$ cat config.mk
export PLATFORM = sky130hd
export DESIGN_NAME = thi_div
export DESIGN_NICKNAME = d
export VERILOG_FILES = /design/src/hw/rtl/thi_pkg.sv /design/src/hw/rtl/thi_div.sv
export SDC_FILE = /design/constraint.sdc
export NUM_CORES = 1
export LEC_CHECK = 0
export BUFFER_PORTS_ARGS = -buffer_cell sky130_fd_sc_hd__clkbuf_2
export CAP_MARGIN = 20
export CELL_PAD_IN_SITES_DETAIL_PLACEMENT = 0
export CELL_PAD_IN_SITES_GLOBAL_PLACEMENT = 2
export CORE_MARGIN = 10
export CORE_UTILIZATION = 34
export CTS_CLUSTER_SIZE = 16
export DETAILED_ROUTE_END_ITERATION = 8
export GPL_TIMING_DRIVEN = 0
export PLACE_DENSITY_LB_ADDON = 0.1
export SYNTH_ARGS = -nofsm -noshare
export SYNTH_HDL_FRONTEND = slang
export SYNTH_SLANG_ARGS = --single-unit
$ cat constraint.sdc
create_clock -name clock -period 2.8 [get_ports clock]
set_input_delay 0.28 -clock clock [delete_from_list [all_inputs] [get_ports clock]]
set_output_delay 0.28 -clock clock [all_outputs]
set_load 0.1 [all_outputs]
$ cat src/hw/rtl/thi_pkg.sv
// -----------------------------------------------------------------------------
// thi_pkg
// Shared types and constants for the timestamped history interpolator.
// -----------------------------------------------------------------------------
`default_nettype none
package thi_pkg;

   // Default ring depth.
   localparam int THI_DEPTH = 16;

   // Field widths fixed by the interface.
   localparam int STAMP_W = 32;
   localparam int VAL_W   = 32;
   localparam int NFIELD  = 5;
   localparam int CAP_W   = 5;
   localparam int OP_W    = 2;
   localparam int RATIO_W = 17;

   // Operation codes.
   localparam logic [OP_W-1:0] OP_PUSH  = 2'd0;
   localparam logic [OP_W-1:0] OP_QUERY = 2'd1;
   localparam logic [OP_W-1:0] OP_CLEAR = 2'd2;

   // Reset value of the capacity register.
   localparam logic [CAP_W-1:0] CAP_RESET = 5'd16;

   // Order of the value fields in a stored sample.
   localparam int F_YAW     = 0;
   localparam int F_PITCH   = 1;
   localparam int F_ROLL    = 2;
   localparam int F_SPEED_X = 3;
   localparam int F_SPEED_Y = 4;

   typedef logic [NFIELD-1:0][VAL_W-1:0] vals_type;

   // One stored sample.
   typedef struct packed {
      logic [STAMP_W-1:0] stamp;
      vals_type           val;
   } entry_type;

   // Divider start request.
   typedef struct packed {
      logic               start;
      logic [STAMP_W-1:0] num;
      logic [STAMP_W-1:0] den;
   } div_req_type;

   // Divider completion.
   typedef struct packed {
      logic               done;
      logic [RATIO_W-1:0] ratio;
   } div_rsp_type;

endpackage
`default_nettype wire

$ cat src/hw/rtl/thi_div.sv
// -----------------------------------------------------------------------------
// thi_div
// Restoring divider for the interpolation ratio floor(num * 65536 / den),
// valid for num <= den and den != 0. One quotient bit per cycle.
// -----------------------------------------------------------------------------
`default_nettype none
module thi_div (
   input  wire logic         clock,
   input  wire logic         reset,
   input  wire thi_pkg::div_req_type div_req,
   output thi_pkg::div_rsp_type div_rsp
);
   import thi_pkg::*;

   localparam int REM_W  = STAMP_W + 1;
   localparam int STEP_W = $clog2(RATIO_W);

   logic               busy_ff, busy_in;
   logic               done_ff, done_in;
   logic [STEP_W-1:0]  step_ff, step_in;
   logic [REM_W-1:0]   rem_ff, rem_in;
   logic [RATIO_W-1:0] quo_ff, quo_in;
   logic [STAMP_W-1:0] den_ff, den_in;
   logic [REM_W-1:0]   rem_dbl;

   // The top quotient bit is set when num is at least den (num equals den for valid
   // inputs); the rest come from shifting the remainder one bit per cycle.
   always_comb begin
      busy_in = busy_ff;
      done_in = 1'b0;
      step_in = step_ff;
      rem_in  = rem_ff;
      quo_in  = quo_ff;
      den_in  = den_ff;
      rem_dbl = {rem_ff[REM_W-2:0], 1'b0};
      if (div_req.start) begin
         busy_in = 1'b1;
         den_in  = div_req.den;
         step_in = STEP_W'(RATIO_W - 1);
         if (div_req.num >= div_req.den) begin
            rem_in = {1'b0, div_req.num - div_req.den};
            quo_in = RATIO_W'(1);
         end else begin
            rem_in = {1'b0, div_req.num};
            quo_in = '0;
         end
      end else if (busy_ff) begin
         if (rem_dbl >= {1'b0, den_ff}) begin
            rem_in = rem_dbl - {1'b0, den_ff};
            quo_in = {quo_ff[RATIO_W-2:0], 1'b1};
         end else begin
            rem_in = rem_dbl;
            quo_in = {quo_ff[RATIO_W-2:0], 1'b0};
         end
         step_in = step_ff - STEP_W'(1);
         if (step_ff == STEP_W'(1)) begin
            busy_in = 1'b0;
            done_in = 1'b1;
         end
      end
   end

   always_ff @(posedge clock) begin
      if (reset) begin
         busy_ff <= 1'b0;
         done_ff <= 1'b0;
         step_ff <= '0;
      end else begin
         busy_ff <= busy_in;
         done_ff <= done_in;
         step_ff <= step_in;
      end
      rem_ff <= rem_in;
      quo_ff <= quo_in;
      den_ff <= den_in;
   end

   assign div_rsp.done  = done_ff;
   assign div_rsp.ratio = quo_ff;

endmodule
`default_nettype wire

==> out/results.tsv <==
metric	value	unit
routedWlPerCell	20.8	um
skew	0.0124	ns
yosys.area_share.simple	17.7	%
die_area	0.0303	mm2
track_usage	18.3	%
top_layer	met4	
synth_cells	922	
die_h	174	um
drive_above_1_share	30.8	%
outcome	complete, but fails checks	
wirelength	29000	um
root_buffer	clkbuf_16	
tightest_slew	0.970	ns
stdcell_area	0.0108	mm2
hold_path_class	input pin to flip-flop	
min_path_cells	1	
yosysTopAreaCell	edfxtp_1	
viasPerCell	5.47	
synth_area_per_cell	8.76	um2
path_max_fanout	4	
cts_sinks	88	
worstReg2RegStart	rem_ff[0]$_DFFE_PP_	
regToRegSetupSlack	-0.06	ns
hp-start	div_req[2]	
synth_compound_area_share	24.1	%
post-place-ws	-1.09	ns
pwr-share-seq	22.8	%
grt_pass1_wl	43700	um
intPower	5.00	mW
clkTransAtPathRegs	0.07	ns
yosys-top-cells-area	edfxtp_1, ha_1, mux2i_1, a21oi_1, inv_1	
core	0.0234	mm2
ys.flop_type	edfxtp_1	
drt_iter0_markers	540	
synth_top_area_share	30.1	%
place_area	0.00891	mm2
period_share	102	%
final_nets	1208	
final-hold-violation-count	0	
multiInputGateArea	0.00602	mm2
cap_violations	0	
synth_area	0.00807	mm2
seq_area	0.00257	mm2
synth_top_family_by_area	compound AO/OA/AOI/OAI gates	
start_util	34.5	%
dp_hpwl	22200	um
cp-start-kind	flip-flop	
fin_total_pwr	8.64	mW
holdPathEnd	den_ff[2]$_DFFE_PP_	
p_sw	3.65	mW
io_buffers	84	
fp-row-count	56	
antenna_found_initial	0	
max_slew_margin	35.3	%
rsz0062_at_grt	yes	
cp.arrival	2.92	ns
crit_required	2.86	ns
synth_edf_count	81	
syn_nets	1057	
cts_buffers	9	
holdBufCountCts	0	
synthMuxAreaShare	5.86	%
path_class	flip-flop to flip-flop	
overflow	0	
dr.pass1.iters	5	
gp_congestion	0.873	
maxSlewViolCount	0	
wl_met1	14600	um
ys_types	78	
num_vias	7632	
p_leak	4.45	nW
dp.cells	1326	
nFillCells	2355	
drc_errors	0	
clock_power_share	14.0	%
combPwrFrac	63.2	%
synthXorXnorAreaFrac	3.91	%
cts_max_level	3	
layout_setup_ws	-0.0633	ns
peakVddDrop	409	uV
yosys_warnings	0	
fin_crit	2.86	ns
clockBufferDepth	2	
finalNonFillerCells	1396	
grt_pass1_vias	7538	
power_density	799	mW/mm2
dr_wl_met3	1370	um
setup.worst_path.end_class	flip-flop	
violations	negative setup slack	
die_w	174	um
fmax	349	MHz
syn2layout_area_growth	34.0	%
antenna_cells	0	
yosysSeqAreaShare	31.9	%
cts_tree	yes	
synth-seq-cells	88	
setup_viol	10	
switching_share	42.2	%
r2r_cells	10	
synthAdderAreaFrac	10.7	%
synthArstFlopShare	0	%
grt_max_degree	39	
ant_nets	0	
insertion_delay	0.36	ns
rr_endpoint	rem_ff[26]$_DFFE_PP_	
wl_met2	12800	um
io_pins	85	
## cells in the final DEF (no fill, tap or decap), types with 6 or more instances in the layout
cell       Yosys  routed
clkbuf_2       1      83
edfxtp_1      81      81
inv_1         78      76
a21oi_1       86      66
nand2_1       60      56
buf_4          3      54
nor2_1        50      49
o21ai_0       57      47
a21o_1        36      35
ha_1          66      34
mux2i_1       45      31
xnor2_1       26      26
ha_4           0      23
nand3_1       27      22
nor3_1        26      22
nor2b_1       24      20
o21a_1        14      13
a21oi_2        2      12
o211ai_1      12      12
buf_6          2      12
a21oi_4        0      10
nand4_1       10      10
mux2i_2        0      10
xor2_1        10      10
or3_1         11       9
and3_1        13       9
a31oi_1       15       9
ha_2           0       9
clkbuf_16      0       9
clkbuf_1      18       8
o21ai_1        2       8
a211oi_1       9       7
dfxtp_1        7       7
nand2b_1       7       6
a32oi_1        6       6
## critical path, stage by stage, from the launching register on
cell	delay, ns
edfxtp_1	0.42
inv_1	0.08
fa_1	0.45
nor2b_2	0.16
o31a_1	0.26
o31ai_4	0.11
a21oi_2	0.21
a31oi_2	0.21
o21ai_2	0.24
mux2i_2	0.32
a32oi_1	0.09
## worst max path at each step
| stage | startpoint | endpoint | slack (ns) | cells after the start |
|---|---|---|---|---|
| final | rem_ff[0]$_DFFE_PP_ | rem_ff[26]$_DFFE_PP_ | -0.06 | 10 |
| after floorplan | rem_ff[13]$_DFFE_PP_ | rem_ff[29]$_DFFE_PP_ | 0.04 | 11 |
| after global routing | rem_ff[0]$_DFFE_PP_ | rem_ff[22]$_DFFE_PP_ | -0.14 | 11 |
| after global placement | div_req[32] | rem_ff[24]$_DFFE_PP_ | -1.08 | 14 |
| after detailed placement | div_req[32] | rem_ff[24]$_DFFE_PP_ | -1.09 | 14 |
| after CTS | rem_ff[1]$_DFFE_PP_ | rem_ff[22]$_DFFE_PP_ | -0.07 | 10 |
## power groups by stage
stage	sequential (mW)	combinational [mW]	clock, mW
CTS	1.93	4.54	1.24
finish	1.97	5.46	1.21
detailed placement	1.93	3.74	0
global placement	1.93	3.76	0
floorplan	2.06	2.62	0
global route	2.00	5.86	1.28
## layer usage
metal | track usage, % | vias to the layer above
li1 | - | 3753
met5 | 0 | -
met4 | 4.20 | 0
met1 | 26.7 | 3675
met3 | 3.36 | 16
met2 | 27.3 | 188
## metrics by stage
step	hold WS, ns	util (%)	setup TNS, ns
after floorplan	0.349	-	0
after CTS	0.0970	42.7	-0.489
final	0.107	46.2	-0.237
after global routing	0.107	46.2	-1.55
after detailed placement	0.476	38.1	-48.31
after global placement	0.476	38.0	-66.37
## cell usage after synthesis, types with 9 or more instances
master,count
a21oi_1,86
edfxtp_1,81
inv_1,78
ha_1,66
nand2_1,60
o21ai_0,57
nor2_1,50
mux2i_1,45
a21o_1,36
nand3_1,27
nor3_1,26
xnor2_1,26
nor2b_1,24
clkbuf_1,18
a31oi_1,15
o21a_1,14
and3_1,13
o211ai_1,12
or3_1,11
buf_2,10
nand4_1,10
xor2_1,10
a211oi_1,9
## cell type report
class	count	area share (%)
Multi-Input combinational cell	718	55.6
Sequential cell	88	23.8
Timing Repair Buffer	149	9.42
Tap cell	319	3.69
Inverter	79	2.74
Buffer	28	2.11
Clock buffer	9	2.08
Clock inverter	6	0.567
## registers in the layout (all words and copies together), names as in the netlist
register  count
den_ff       32
rem_ff       32
quo_ff       17
step_ff       5
busy_ff       1
done_ff       1
## kinds of logic (layout without fill, tap and decap cells)
| family | count (synthesis) | count (layout) |
|---|---|---|
| xor+xnor | 36 | 36 |
| flops | 88 | 88 |
| simple gates | 268 | 268 |
| mux | 47 | 47 |
| compound gates | 299 | 299 |
| buf+inv | 116 | 271 |
| fa+ha+maj | 68 | 68 |
## what timing repair did
action / 4_1_cts / 5_1_grt
resized for setup: 107 / 124
endpoints found under the setup margin: 82 / 58
endpoints found under the hold margin: 0 / 0
setup buffers: 30 / 32
pin swaps: 27 / 47
cloned: 2 / 0
(Power assumes the default switching activity.)
